File: config.mk
export PLATFORM = sky130hd
export DESIGN_NAME = integer_to_base_digits
export DESIGN_NICKNAME = d
export VERILOG_FILES = /design/src/rtl/i2bd_pkg.sv /design/src/rtl/i2bd_seq.sv /design/src/rtl/i2bd_dp.sv /design/src/rtl/integer_to_base_digits.sv
export SDC_FILE = /design/constraint.sdc
export NUM_CORES = 1
export LEC_CHECK = 0
export BUFFER_PORTS_ARGS = -buffer_cell sky130_fd_sc_hd__buf_2
export CAP_MARGIN = 0
export CORE_MARGIN = 2
export CORE_UTILIZATION = 50
export CTS_CLUSTER_SIZE = 14
export DETAILED_ROUTE_END_ITERATION = 16
export GPL_TIMING_DRIVEN = 0
export HOLD_SLACK_MARGIN = 0.06
export PLACE_DENSITY = 0.67
export SLEW_MARGIN = 20
export SYNTH_ARGS = -nofsm -noshare
export SYNTH_HDL_FRONTEND = slang
export SYNTH_SLANG_ARGS = --single-unit
File: constraint.sdc
create_clock -name clk -period 5.14 [get_ports clk]
set_input_delay 1.028 -clock clk [delete_from_list [all_inputs] [get_ports clk]]
set_output_delay 1.028 -clock clk [all_outputs]
set_load 0.005 [all_outputs]
File: src/rtl/i2bd_pkg.sv
// Shared types, constants and the control-store program of the base-digit converter.
`timescale 1ns / 1ps

package i2bd_pkg;

	localparam int VALUE_BITS_DEF = 31;
	localparam int BASE_BITS_DEF  = 16;

	localparam int PC_W = 4;

	// Datapath operations, one per control word.
	typedef enum logic [2:0] {
		OP_NONE,
		OP_LOAD,
		OP_DIV_INIT,
		OP_DIV_STEP,
		OP_PUSH,
		OP_READ,
		OP_EMIT_DIGIT,
		OP_EMIT_CONST
	} op_t;

	// Branch conditions the sequencer can test.
	typedef enum logic [2:0] {
		C_ALWAYS,
		C_IN_VALID,
		C_BAD_OR_ZERO,
		C_CNT_LAST,
		C_QUO_ZERO,
		C_OUT_FREE,
		C_STACK_EMPTY
	} cond_t;

	typedef struct packed {
		op_t             op;
		cond_t           cond;
		logic            gated;  // operation runs only when the condition holds
		logic [PC_W-1:0] jt;     // next step when the condition holds
		logic [PC_W-1:0] jf;     // next step otherwise
	} ucode_t;

	typedef struct packed {
		op_t  op;
		logic en;
	} ctrl_t;

	typedef struct packed {
		logic bad_or_zero;
		logic cnt_last;
		logic quo_zero;
		logic stack_empty;
		logic out_free;
	} status_t;

	// Program step addresses.
	localparam logic [PC_W-1:0] PC_IDLE     = PC_W'(0);
	localparam logic [PC_W-1:0] PC_CHECK    = PC_W'(1);
	localparam logic [PC_W-1:0] PC_DIV_INIT = PC_W'(2);
	localparam logic [PC_W-1:0] PC_DIV_STEP = PC_W'(3);
	localparam logic [PC_W-1:0] PC_PUSH     = PC_W'(4);
	localparam logic [PC_W-1:0] PC_READ     = PC_W'(5);
	localparam logic [PC_W-1:0] PC_EMIT     = PC_W'(6);
	localparam logic [PC_W-1:0] PC_NEXT     = PC_W'(7);
	localparam logic [PC_W-1:0] PC_KEMIT    = PC_W'(8);

	function automatic ucode_t ucode_rom(input logic [PC_W-1:0] pc);
		ucode_t w;
		unique case (pc)
			PC_IDLE:     w = '{OP_LOAD,       C_IN_VALID,    1'b1, PC_CHECK,    PC_IDLE};
			PC_CHECK:    w = '{OP_NONE,       C_BAD_OR_ZERO, 1'b0, PC_KEMIT,    PC_DIV_INIT};
			PC_DIV_INIT: w = '{OP_DIV_INIT,   C_ALWAYS,      1'b0, PC_DIV_STEP, PC_DIV_STEP};
			PC_DIV_STEP: w = '{OP_DIV_STEP,   C_CNT_LAST,    1'b0, PC_PUSH,     PC_DIV_STEP};
			PC_PUSH:     w = '{OP_PUSH,       C_QUO_ZERO,    1'b0, PC_READ,     PC_DIV_INIT};
			PC_READ:     w = '{OP_READ,       C_ALWAYS,      1'b0, PC_EMIT,     PC_EMIT};
			PC_EMIT:     w = '{OP_EMIT_DIGIT, C_OUT_FREE,    1'b1, PC_NEXT,     PC_EMIT};
			PC_NEXT:     w = '{OP_NONE,       C_STACK_EMPTY, 1'b0, PC_IDLE,     PC_READ};
			PC_KEMIT:    w = '{OP_EMIT_CONST, C_OUT_FREE,    1'b1, PC_IDLE,     PC_KEMIT};
			default:     w = '{OP_NONE,       C_ALWAYS,      1'b0, PC_IDLE,     PC_IDLE};
		endcase
		return w;
	endfunction

endpackage

File: src/rtl/i2bd_seq.sv
// Microcode sequencer: step counter, control store and branch logic.
`timescale 1ns / 1ps

module i2bd_seq (
	input  logic             clk,
	input  logic             arst_n,
	input  logic             in_valid,
	input  i2bd_pkg::status_t status,
	output i2bd_pkg::ctrl_t   ctrl
);
	import i2bd_pkg::*;

	logic [PC_W-1:0] pc_q;
	ucode_t          cw;
	logic            cond_true;

	assign cw = ucode_rom(pc_q);

	always_comb begin
		unique case (cw.cond)
			C_ALWAYS:      cond_true = 1'b1;
			C_IN_VALID:    cond_true = in_valid;
			C_BAD_OR_ZERO: cond_true = status.bad_or_zero;
			C_CNT_LAST:    cond_true = status.cnt_last;
			C_QUO_ZERO:    cond_true = status.quo_zero;
			C_OUT_FREE:    cond_true = status.out_free;
			C_STACK_EMPTY: cond_true = status.stack_empty;
			default:       cond_true = 1'b0;
		endcase
	end

	assign ctrl.op = cw.op;
	assign ctrl.en = cw.gated ? cond_true : 1'b1;

	always_ff @(posedge clk or negedge arst_n) begin
		if (!arst_n) begin
			pc_q <= PC_IDLE;
		end else begin
			pc_q <= cond_true ? cw.jt : cw.jf;
		end
	end

endmodule

File: src/rtl/i2bd_dp.sv
// Datapath: shift-subtract divider, digit stack memory and output register.
`timescale 1ns / 1ps

module i2bd_dp #(
	parameter int VALUE_BITS = i2bd_pkg::VALUE_BITS_DEF,
	parameter int BASE_BITS  = i2bd_pkg::BASE_BITS_DEF
) (
	input  logic                  clk,
	input  logic                  arst_n,
	input  i2bd_pkg::ctrl_t       ctrl,
	input  logic [BASE_BITS-1:0]  in_base,
	input  logic [VALUE_BITS-1:0] in_value,
	input  logic                  out_ready,
	output logic                  out_valid,
	output logic [BASE_BITS-1:0]  out_digit,
	output logic                  out_last,
	output logic                  out_bad,
	output i2bd_pkg::status_t     status
);
	import i2bd_pkg::*;

	localparam int SW = $clog2(VALUE_BITS + 1);
	localparam int AW = $clog2(VALUE_BITS);
	localparam int IW = $clog2(VALUE_BITS);

	logic [BASE_BITS-1:0]  base_q;
	logic [VALUE_BITS-1:0] quo_q;
	logic [BASE_BITS-1:0]  rem_q;
	logic [SW-1:0]         cnt_q;
	logic [SW-1:0]         nbits_q;
	logic [SW-1:0]         sp_q;
	logic [BASE_BITS-1:0]  rd_q;
	logic                  out_valid_q;
	logic [BASE_BITS-1:0]  out_digit_q;
	logic                  out_last_q;
	logic                  out_bad_q;

	logic [BASE_BITS-1:0]  stack_mem [VALUE_BITS];

	logic do_load, do_init, do_step, do_push, do_read, do_emit_d, do_emit_k;
	logic [IW-1:0]         idx;
	logic [BASE_BITS:0]    trial;
	logic [BASE_BITS:0]    diff;
	logic                  ge;
	logic [BASE_BITS-1:0]  rem_n;
	logic [AW-1:0]         rd_addr;
	logic                  bad_base;

	always_comb begin
		do_load   = 1'b0;
		do_init   = 1'b0;
		do_step   = 1'b0;
		do_push   = 1'b0;
		do_read   = 1'b0;
		do_emit_d = 1'b0;
		do_emit_k = 1'b0;
		unique case (ctrl.op)
			OP_NONE:       ;
			OP_LOAD:       do_load   = ctrl.en;
			OP_DIV_INIT:   do_init   = ctrl.en;
			OP_DIV_STEP:   do_step   = ctrl.en;
			OP_PUSH:       do_push   = ctrl.en;
			OP_READ:       do_read   = ctrl.en;
			OP_EMIT_DIGIT: do_emit_d = ctrl.en;
			OP_EMIT_CONST: do_emit_k = ctrl.en;
			default:       ;
		endcase
	end

	// One quotient bit per step; the dividend bit is replaced in place.
	assign idx   = IW'(cnt_q - SW'(1));
	assign trial = {rem_q, quo_q[idx]};
	assign ge    = trial >= {1'b0, base_q};
	assign diff  = trial - {1'b0, base_q};
	assign rem_n = ge ? diff[BASE_BITS-1:0] : trial[BASE_BITS-1:0];

	assign rd_addr  = AW'(sp_q - SW'(1));
	assign bad_base = base_q < BASE_BITS'(2);

	always_ff @(posedge clk or negedge arst_n) begin
		if (!arst_n) begin
			cnt_q       <= '0;
			nbits_q     <= '0;
			sp_q        <= '0;
			out_valid_q <= 1'b0;
		end else begin
			if (do_load) begin
				nbits_q <= SW'(VALUE_BITS);
				sp_q    <= '0;
			end
			if (do_init) begin
				cnt_q <= nbits_q;
			end
			if (do_step) begin
				cnt_q <= cnt_q - SW'(1);
			end
			if (do_push) begin
				sp_q    <= sp_q + SW'(1);
				nbits_q <= nbits_q - SW'(1);
			end
			if (do_read) begin
				sp_q <= sp_q - SW'(1);
			end
			if (do_emit_d || do_emit_k) begin
				out_valid_q <= 1'b1;
			end else if (out_ready) begin
				out_valid_q <= 1'b0;
			end
		end
	end

	always_ff @(posedge clk) begin
		if (do_load) begin
			base_q <= in_base;
			quo_q  <= in_value;
		end
		if (do_init) begin
			rem_q <= '0;
		end
		if (do_step) begin
			rem_q      <= rem_n;
			quo_q[idx] <= ge;
		end
		if (do_emit_d) begin
			out_digit_q <= rd_q;
			out_last_q  <= (sp_q == '0);
			out_bad_q   <= 1'b0;
		end
		if (do_emit_k) begin
			out_digit_q <= '0;
			out_last_q  <= 1'b1;
			out_bad_q   <= bad_base;
		end
	end

	// Remainders are pushed least significant first and popped in reverse.
	always_ff @(posedge clk) begin
		if (do_push) begin
			stack_mem[sp_q[AW-1:0]] <= rem_q;
		end
	end

	always_ff @(posedge clk) begin
		if (do_read) begin
			rd_q <= stack_mem[rd_addr];
		end
	end

	assign status.bad_or_zero = bad_base || (quo_q == '0);
	assign status.cnt_last    = (cnt_q == SW'(1));
	assign status.quo_zero    = (quo_q == '0);
	assign status.stack_empty = (sp_q == '0);
	assign status.out_free    = !out_valid_q || out_ready;

	assign out_valid = out_valid_q;
	assign out_digit = out_digit_q;
	assign out_last  = out_last_q;
	assign out_bad   = out_bad_q;

`ifndef NO_ASSERTIONS
	a_sp_range: assert property (@(posedge clk) disable iff (!arst_n)
		sp_q <= SW'(VALUE_BITS))
		else $error("digit stack pointer out of range");

	a_push_room: assert property (@(posedge clk) disable iff (!arst_n)
		do_push |-> (sp_q < SW'(VALUE_BITS)))
		else $error("digit stack overflow");

	a_rem_bound: assert property (@(posedge clk) disable iff (!arst_n)
		do_step |-> (rem_q < base_q))
		else $error("partial remainder not below base");

	a_no_overwrite: assert property (@(posedge clk) disable iff (!arst_n)
		(out_valid_q && !out_ready) |=> $stable(out_digit_q) && out_valid_q)
		else $error("pending result overwritten");

	a_bad_is_last: assert property (@(posedge clk) disable iff (!arst_n)
		(out_valid_q && out_bad_q) |-> (out_last_q && (out_digit_q == '0)))
		else $error("error result not a single zero digit");
`endif

endmodule

File: src/rtl/integer_to_base_digits.sv
// Top level: converts a non-negative integer into its digits in a given base, MSD first.
// A zero value or a bad base gives a single result, emitted from the constant-result step.
// Otherwise the value is divided by the base repeatedly, one shift-subtract step per
// remaining dividend bit, and the digits are then popped from the stack and emitted.
// One item at a time: a new number is taken only once the previous one is finished.
// Reset (arst_n, asynchronous) returns the sequencer to idle and empties the output stage.
`timescale 1ns / 1ps

module integer_to_base_digits #(
	parameter int VALUE_BITS = i2bd_pkg::VALUE_BITS_DEF,
	parameter int BASE_BITS  = i2bd_pkg::BASE_BITS_DEF,
	localparam int IN_W  = ((BASE_BITS + VALUE_BITS + 7) / 8) * 8,
	localparam int OUT_W = ((BASE_BITS + 7) / 8) * 8
) (
	input  logic             clk,
	input  logic             arst_n,
	// Input stream: one transaction carries one number to convert.
	input  logic             s_tvalid,
	output logic             s_tready,
	input  logic [IN_W-1:0]  s_tdata,   // base [BASE_BITS-1:0], value above it, zero pad
	// Output stream: one transaction per digit.
	output logic             m_tvalid,
	input  logic             m_tready,
	output logic [OUT_W-1:0] m_tdata,   // digit [BASE_BITS-1:0], zero pad
	output logic             m_tlast,   // least significant digit, or the single result for a zero value or bad base
	output logic             m_tuser    // bad_base
);
	import i2bd_pkg::*;

	ctrl_t                 ctrl;
	status_t               status;
	logic [BASE_BITS-1:0]  in_base;
	logic [VALUE_BITS-1:0] in_value;
	logic [BASE_BITS-1:0]  digit;

	// The input fields are packed base first, in the low bits.
	assign in_base  = s_tdata[BASE_BITS-1:0];
	assign in_value = s_tdata[BASE_BITS+VALUE_BITS-1:BASE_BITS];

	// The sequencer runs a short program from its control store. The idle step
	// waits for an input transaction; the program then divides the value by the
	// base repeatedly, pushing each remainder onto a stack, and finally pops the
	// stack so the digits come out most significant first. A zero value or a
	// base below two branches straight to a step that emits one constant result.
	i2bd_seq u_seq (
		.clk      (clk),
		.arst_n   (arst_n),
		.in_valid (s_tvalid),
		.status   (status),
		.ctrl     (ctrl)
	);

	// The datapath holds the shift-subtract divider, the remainder stack and
	// the output register, which lets a finished digit wait for the consumer.
	i2bd_dp #(
		.VALUE_BITS (VALUE_BITS),
		.BASE_BITS  (BASE_BITS)
	) u_dp (
		.clk       (clk),
		.arst_n    (arst_n),
		.ctrl      (ctrl),
		.in_base   (in_base),
		.in_value  (in_value),
		.out_ready (m_tready),
		.out_valid (m_tvalid),
		.out_digit (digit),
		.out_last  (m_tlast),
		.out_bad   (m_tuser),
		.status    (status)
	);

	// A new number is taken only while the program sits on its load step.
	assign s_tready = (ctrl.op == OP_LOAD);
	assign m_tdata  = OUT_W'(digit);

endmodule
**Word-level counts from Yosys, hierarchy flattened**

Memory sizes are Yosys's and may differ from the RTL's. A register that Yosys moved wholly into a read port is not among the register bits.
Cells that the tools add are included.

- Flip-flop bits (word level): 101
- Bits in writable memories: 496
- Bits in read-only memories: 240
- Output and inout port bits: 20
- Logic and storage cells: 82
- Memories kept: 2

Memories:

| name | depth | width | rd ports | clocked after memory_dff | write ports | RTL line | source |
|---|---|---|---|---|---|---|---|
| u_dp.stack_mem | 31 | 16 | 1 | 1 | 1 | i2bd_dp.sv:38 | `logic [BASE_BITS-1:0] stack_mem [VALUE_BITS];` |
| (no name shown) | 16 | 15 | 1 | 0 | 0 | i2bd_pkg.sv:68 | `unique case (pc)` |

- Add/sub/neg operators: 5
- $lt $le $gt $ge: 4
- Eq/ne operators: 14
- Muxes and demuxes: 33
- Reductions and logical operators: 13

Operators with widths:

| cell | count |
|---|---|
| two-way mux 31 bit | 2 |
| two-way mux 16 bit | 3 |
| two-way mux 5 bit | 7 |
| bitwise mux 31 bit | 1 |
| logical NOT 31 bit | 1 |
| == test 3 bit, second input constant | 7 |
| greater-or-equal comparator 17 x 16 -> 1 bit | 1 |
| less-than comparator 16 x 2 -> 1 bit, second input constant | 1 |
| two-way mux 1 bit | 16 |
| subtractor 16 bit | 1 |
| subtractor 5 x 1 -> 5 bit, second input constant | 3 |
| == test 3 x 2 -> 1 bit, second input constant | 4 |
| nonzero test 2 bit | 4 |
| case mux 1 bit (7 select lines) | 1 |
| == test 3 x 1 -> 1 bit, second input constant | 2 |
| less-than comparator 5 x 6 -> 1 bit, second input constant | 1 |
| adder 5 x 1 -> 5 bit, second input constant | 1 |
| binary-select mux 1 bit (select 5 bit) | 1 |
| demux 1 bit (select 5 bit) | 1 |
| == test 5 x 1 -> 1 bit, second input constant | 1 |
| greater-or-equal comparator 5 x 1 -> 1 bit, second input constant | 1 |
| logical NOT 5 bit | 1 |
| two-way mux 4 bit | 1 |
| logical NOT 3 bit | 1 |
| other kinds (4) | 6 |

**Longest topological paths before layout**

- Word-level depth: 8
- Gate-level depth with buffers: 20
- Depth with buffers taken out: 19

**Modules after synthesis**

A second synthesis with hierarchy kept.

- Cells, all modules: 1512
- Area, all modules: 25848.5 um2

Modules (own cells, without submodules):

| module | times used | cells each | area an instance (um2) |
|---|---|---|---|
| i2bd_dp | 1 | 1446 | 25300.5 |
| i2bd_seq | 1 | 65 | 535.5 |
| integer_to_base_digits | 1 | 1 | 12.5 |

**Least setup slack after synthesis**

OpenSTA, ideal clock, no wires.

- Path type: reg-to-reg
- Start: register u_dp.cnt_q[0]
- End: register u_dp.rem_q[14] (data pin)
- Setup time: 0.257 ns
- Arrival time: 4.275 ns
- Setup slack: 0.608 ns
- Stages on the path, launching flop included: 21
- Cells stage by stage: dfrtp_1 -> buf_2 -> inv_1 -> ha_1 -> clkbuf_1 -> mux4_2 -> nor3b_1 -> a31oi_1 -> nand3_1 -> a211oi_1 -> ha_1 -> inv_1 -> fa_1 -> nand3_1 -> a21oi_1 -> o41ai_1 -> a21oi_1 -> a21o_1 -> a21oi_1 -> xnor2_1 -> a22o_1

- Word-level cells in the longest chain between the ends: 6

RTL lines:

| element | RTL line | source |
|---|---|---|
| start, declared | i2bd_dp.sv:29 | `logic [SW-1:0] cnt_q;` |
| start signal, assigned | i2bd_dp.sv:92 | `cnt_q <= nbits_q;` |
| start signal, assigned | i2bd_dp.sv:95 | `cnt_q <= cnt_q - SW'(1);` |
| subtractor 5 x 1 -> 5 bit | i2bd_dp.sv:71 | `assign idx = IW'(cnt_q - SW'(1));` |
| binary-select mux 1 bit (select 5 bit) | i2bd_dp.sv:72 | `assign trial = {rem_q, quo_q[idx]};` |
| two-way mux 1 bit (implied by the code) | i2bd_dp.sv:72 |  |
| subtractor 16 bit / greater-or-equal comparator 17 x 16 -> 1 bit (equally long branches) | i2bd_dp.sv:74, i2bd_dp.sv:73 |  |
| two-way mux 16 bit | i2bd_dp.sv:75 | `assign rem_n = ge ? diff[BASE_BITS-1:0] : trial[BASE_BITS-1:0];` |
| two-way mux 16 bit * | i2bd_dp.sv:120 | `if (do_step) begin` |
| end signal, assigned | i2bd_dp.sv:121 | `rem_q <= rem_n;` |
| end, declared | i2bd_dp.sv:28 | `logic [BASE_BITS-1:0] rem_q;` |

Every way passes the cells marked *; elsewhere a longest branch is shown, timed or not. The select of a mux whose other input is x is not followed.
A chain may end at the register's enable or synchronous reset.

**Worst setup path after layout**

- Start: register u_dp.sp_q[0]
- End: register u_dp.rd_q[11], read port of u_dp.stack_mem (data pin)

- Word-level cells in the longest chain between the ends: 4

RTL lines:

| element | RTL line | source |
|---|---|---|
| start, declared | i2bd_dp.sv:31 | `logic [SW-1:0] sp_q;` |
| start signal, assigned | i2bd_dp.sv:98 | `sp_q <= sp_q + SW'(1);` |
| start signal, assigned | i2bd_dp.sv:102 | `sp_q <= sp_q - SW'(1);` |
| logical NOT 5 bit | i2bd_dp.sv:152 | `assign status.stack_empty = (sp_q == '0);` |
| case mux 1 bit (7 select lines) | i2bd_seq.sv:20 | `unique case (cw.cond)` |
| two-way mux 1 bit | i2bd_seq.sv:33 | `assign ctrl.en = cw.gated ? cond_true : 1'b1;` |
| two-way mux 1 bit | i2bd_dp.sv:57 | `unique case (ctrl.op)` |
| end, declared | i2bd_dp.sv:32 | `logic [BASE_BITS-1:0] rd_q;` |

Parallel ways exist; a longest one is shown, timed or not.

==> key figures <==
Critical path
  – CP Max Fanout: 10
  – CP Class: register to register
  – Worst EP arrival: 5.40 ns
  – Worst path slowest cell: clkbuf_1
  – Critical path's top delay family: buffers and inverters
  – Crit path cell chain: buf_2 > buf_2 > buf_2 > buf_2 > inv_1 > ha_1 > clkbuf_2 > clkbuf_1 > mux4_2 > mux4_2 > mux2_2
  – Most used cell, CP: buf_2
  – Crit start category: register
  – Critical Path RT: 5.52 ns
  – Buf/Inv on CP: 7
  – CP Capture Type: register
  – CP peak stage delay: 0.61 ns

STA
  – Final Max Slew Viols: 0
  – Hold Violations, Final: 0
  – Fin crit period: approximately 5 ns
  – Slew headroom: 0.301
  – Worst Tran Pin Value: between 1 and 1.5 ns
  – Setup violators final: 0
  – F_max: 199 MHz
  – Crit share post-route: 0.977
  – Final setup skew: about 0.025 ns
  – Final setup TNS: 0 ns

Drt
  – DR WL/cell: 24.5 um
  – Number of routed nets with antenna violations: 0
  – Via count: 13800
  – Routed wire length: between 50000 and 60000 um
  – Vias per inst: 5.87
  – Drt first pass iters: 7
  – Initial DRC count: 1325
  – Post-route DRC: 0

Synthesis
  – Mean Syn Cell Area: 17.6 um2
  – Ranking of synthesized cells by area: edfxtp_1, mux4_2, dfxtp_1
  – Top cell type's share of synthesized area: 0.641
  – EDFF count, synth: 545
  – Post-synthesis register bit count: 613
  – Synth Warn #: 0
  – Ys flop type: edfxtp_1
  – Distinct cells, synth: 69
  – Post-Syn Nets: 1542
  – Leading area contributor after synthesis: edfxtp_1
  – Fraction of registers with async set/reset: 0.0326
  – Syn Inst Count: roughly 1500
  – Syn Std Cell Area: 0.0255 mm2
  – Sequential element share of the synthesized area: 0.698

Floorplanning
  – Die H: 230 um
  – Initial Utilization: 0.508
  – Full die area: 0.0529 mm2
  – Row count: 82
  – Core area: 0.0503 mm2
  – Die X-Extent: 230 um
  – IO Count: 72

GRT
  – Largest net degree at the start of global routing: 35
  – Total grt overflow: 0
  – Initial antenna violation count: 1
  – Vias in the first global route: approximately 14000
  – GRT Total Usage: 0.223
  – First-pass GRT wire length: 87200 um

Placement
  – Post-DP Area: 0.0274 mm2
  – Cell total after placement: around 2200
  – Port Buffers: 70
  – RD Place Congestion: 0.876
  – DP Wirelength: a little over 40000 um

Layout
  – Design Area, Final: about 0.029 mm2
  – Layout cells sized above 1: 0.275
  – Final design utilization: 0.586
  – Finished Layout Cells: about 2400
  – Layout Area Growth over Synthesis: 15.4%
  – # diodes: 0
  – Final-layout fill cell count: 3771
  – Final nets: 1719

Clock tree
  – H-tree level count: 2
  – # hold bufs at CTS: 0
  – Buffer count from post-CTS setup fixing: 0
  – CTS tree: done
  – Clock slew at reported path FFs: roughly 0.06 ns
  – Clock insertion delay at the later pin of the skew report: 0.63 ns
  – Post_cts resized: 7
  – CTS Buffer Depth: 3
  – TritonCTS buffer count: 61
  – # clock sinks: approximately 610
  – Root Driver: clkbuf_16

Power
  – Peak supply drop: 0.386 mV
  – Static Leakage: 9.85 nW
  – Pwr dens: 619 mW/mm2

Worst hold path
  – Tightest Hold Check Type: input port to asynchronous set/reset pin

Job
  – MaxCap Viol Count: 0

Status
  – Status: finished clean
placed cells by master, fill, tap and decap left out, types with 16 or more instances in the layout:
master and n:
clkbuf_16 61, nand2_1 99, nor2_1 78, dfxtp_1 48, dfrtp_1 20, a21oi_1 55
mux2_2 17, buf_8 21, mux2i_1 83, nand3_1 30, nor2_2 33, edfxtp_1 545
clkbuf_1 36, buf_2 87, ha_1 33, mux4_2 151, o21ai_0 16, inv_1 33
buf_6 23
worst paths after layout:
| kind | startpoint | slack [ns] | cells past startpoint | end |
|---|---|---|---|---|
| worst min register to register | u_dp.out_digit[3] | 0.43 | 2 | u_dp.out_digit[3] |
| min in group clk | u_dp.out_digit[3] | 0.43 | 2 | u_dp.out_digit[3] |
| worst min-delay path | arst_n | 0.36 | 1 | u_seq.pc_q[3] |
| worst max register to register | u_dp.sp_q[0] | 0.12 | 11 | u_dp.rd_q[11] |
| max in group asynchronous | arst_n | 4.42 | 1 | u_dp.sp_q[0] |
| worst max-delay path | u_dp.sp_q[0] | 0.12 | 11 | u_dp.rd_q[11] |
stage by stage:
stage | hold slack, ns | power (mW) | setup WS [ns]
floorplan | 0.434 | 11.5 | 0.608
detailed placement | 0.428 | 13.9 | -0.545
finish | 0.365 | 18.2 | 0.118
global placement | 0.419 | 13.6 | -0.542
CTS | 0.354 | 18.2 | 0.00482
global route | 0.379 | 19.1 | -0.00148
worst reg2reg max path: stages (launching register included):
cell and delay (ns):
dfrtp_1 0.40, buf_2 0.28, buf_2 0.38, buf_2 0.41, buf_2 0.43, inv_1 0.17
ha_1 0.43, clkbuf_2 0.35, clkbuf_1 0.61, mux4_2 0.44, mux4_2 0.54, mux2_2 0.33
layer usage:
layer  GRT usage  up-vias  share of wire
met2       0.357      530           0.47
met1       0.307     7049           0.41
met4      0.0762        2          0.035
met3      0.0481       93          0.077
li1            -     6128              -
met5           0        -        0.00016
cell families (layout without fill, tap and decap cells):
logic type      after synthesis  after routing  share of synthesized area
compound gates              122            122                     0.0310
xor+xnor                     20             20                    0.00686
fa+ha+maj                    35             35                     0.0174
buf+inv                     101            327                     0.0176
flops                       613            613                      0.698
mux                         251            251                      0.173
simple gates                313            313                     0.0559
state kept, by name, summed over array words and instances, names as in the netlist, 4 cells and up:
signal / cells
u_dp.base_q: 16
u_dp.rd_q: 16
u_dp.out_digit: 16
u_dp.cnt_q: 5
u_dp.sp_q: 5
u_seq.pc_q: 4
u_dp.stack_mem: 496
u_dp.nbits_q: 5
u_dp.rem_q: 16
u_dp.quo_q: 31
power breakdown:
| part | leakage [nW] | internal, mW | switching (mW) |
|---|---|---|---|
| clock network | 0.937 | 2.48 | 1.86 |
| registers | 5.57 | 6.44 | 0.558 |
| logic | 3.34 | 2.96 | 3.94 |
| total | 9.85 | 11.9 | 6.35 |
cells in the mapped netlist, drive strengths merged (5+ instances only):
master and instances:
a21oi 55, a22o 5, clkbuf 40, buf 27
ha 34, nor3 14, nand3 30, dfrtp 20
nand2 100, nand4 10, mux4 151, nor4 13
nand2b 7, xor2 8, xnor2 12, a211oi 7
edfxtp 545, inv 34, mux2 17, o21ai 18
or2 5, dfxtp 48, mux2i 83, nor2 111
layout make-up:
type,instances,area (um2),area share
inverters,34,128,0.00433
plain buffers,65,329,0.0112
repair buffers,116,1040,0.0354
clock inverters,41,379,0.0129
multi-input cells,741,7360,0.250
clock buffers,71,1560,0.0531
flip-flops and latches,613,17800,0.605
well taps,672,841,0.0285
No activity file was read; power rests on OpenSTA's default activity.
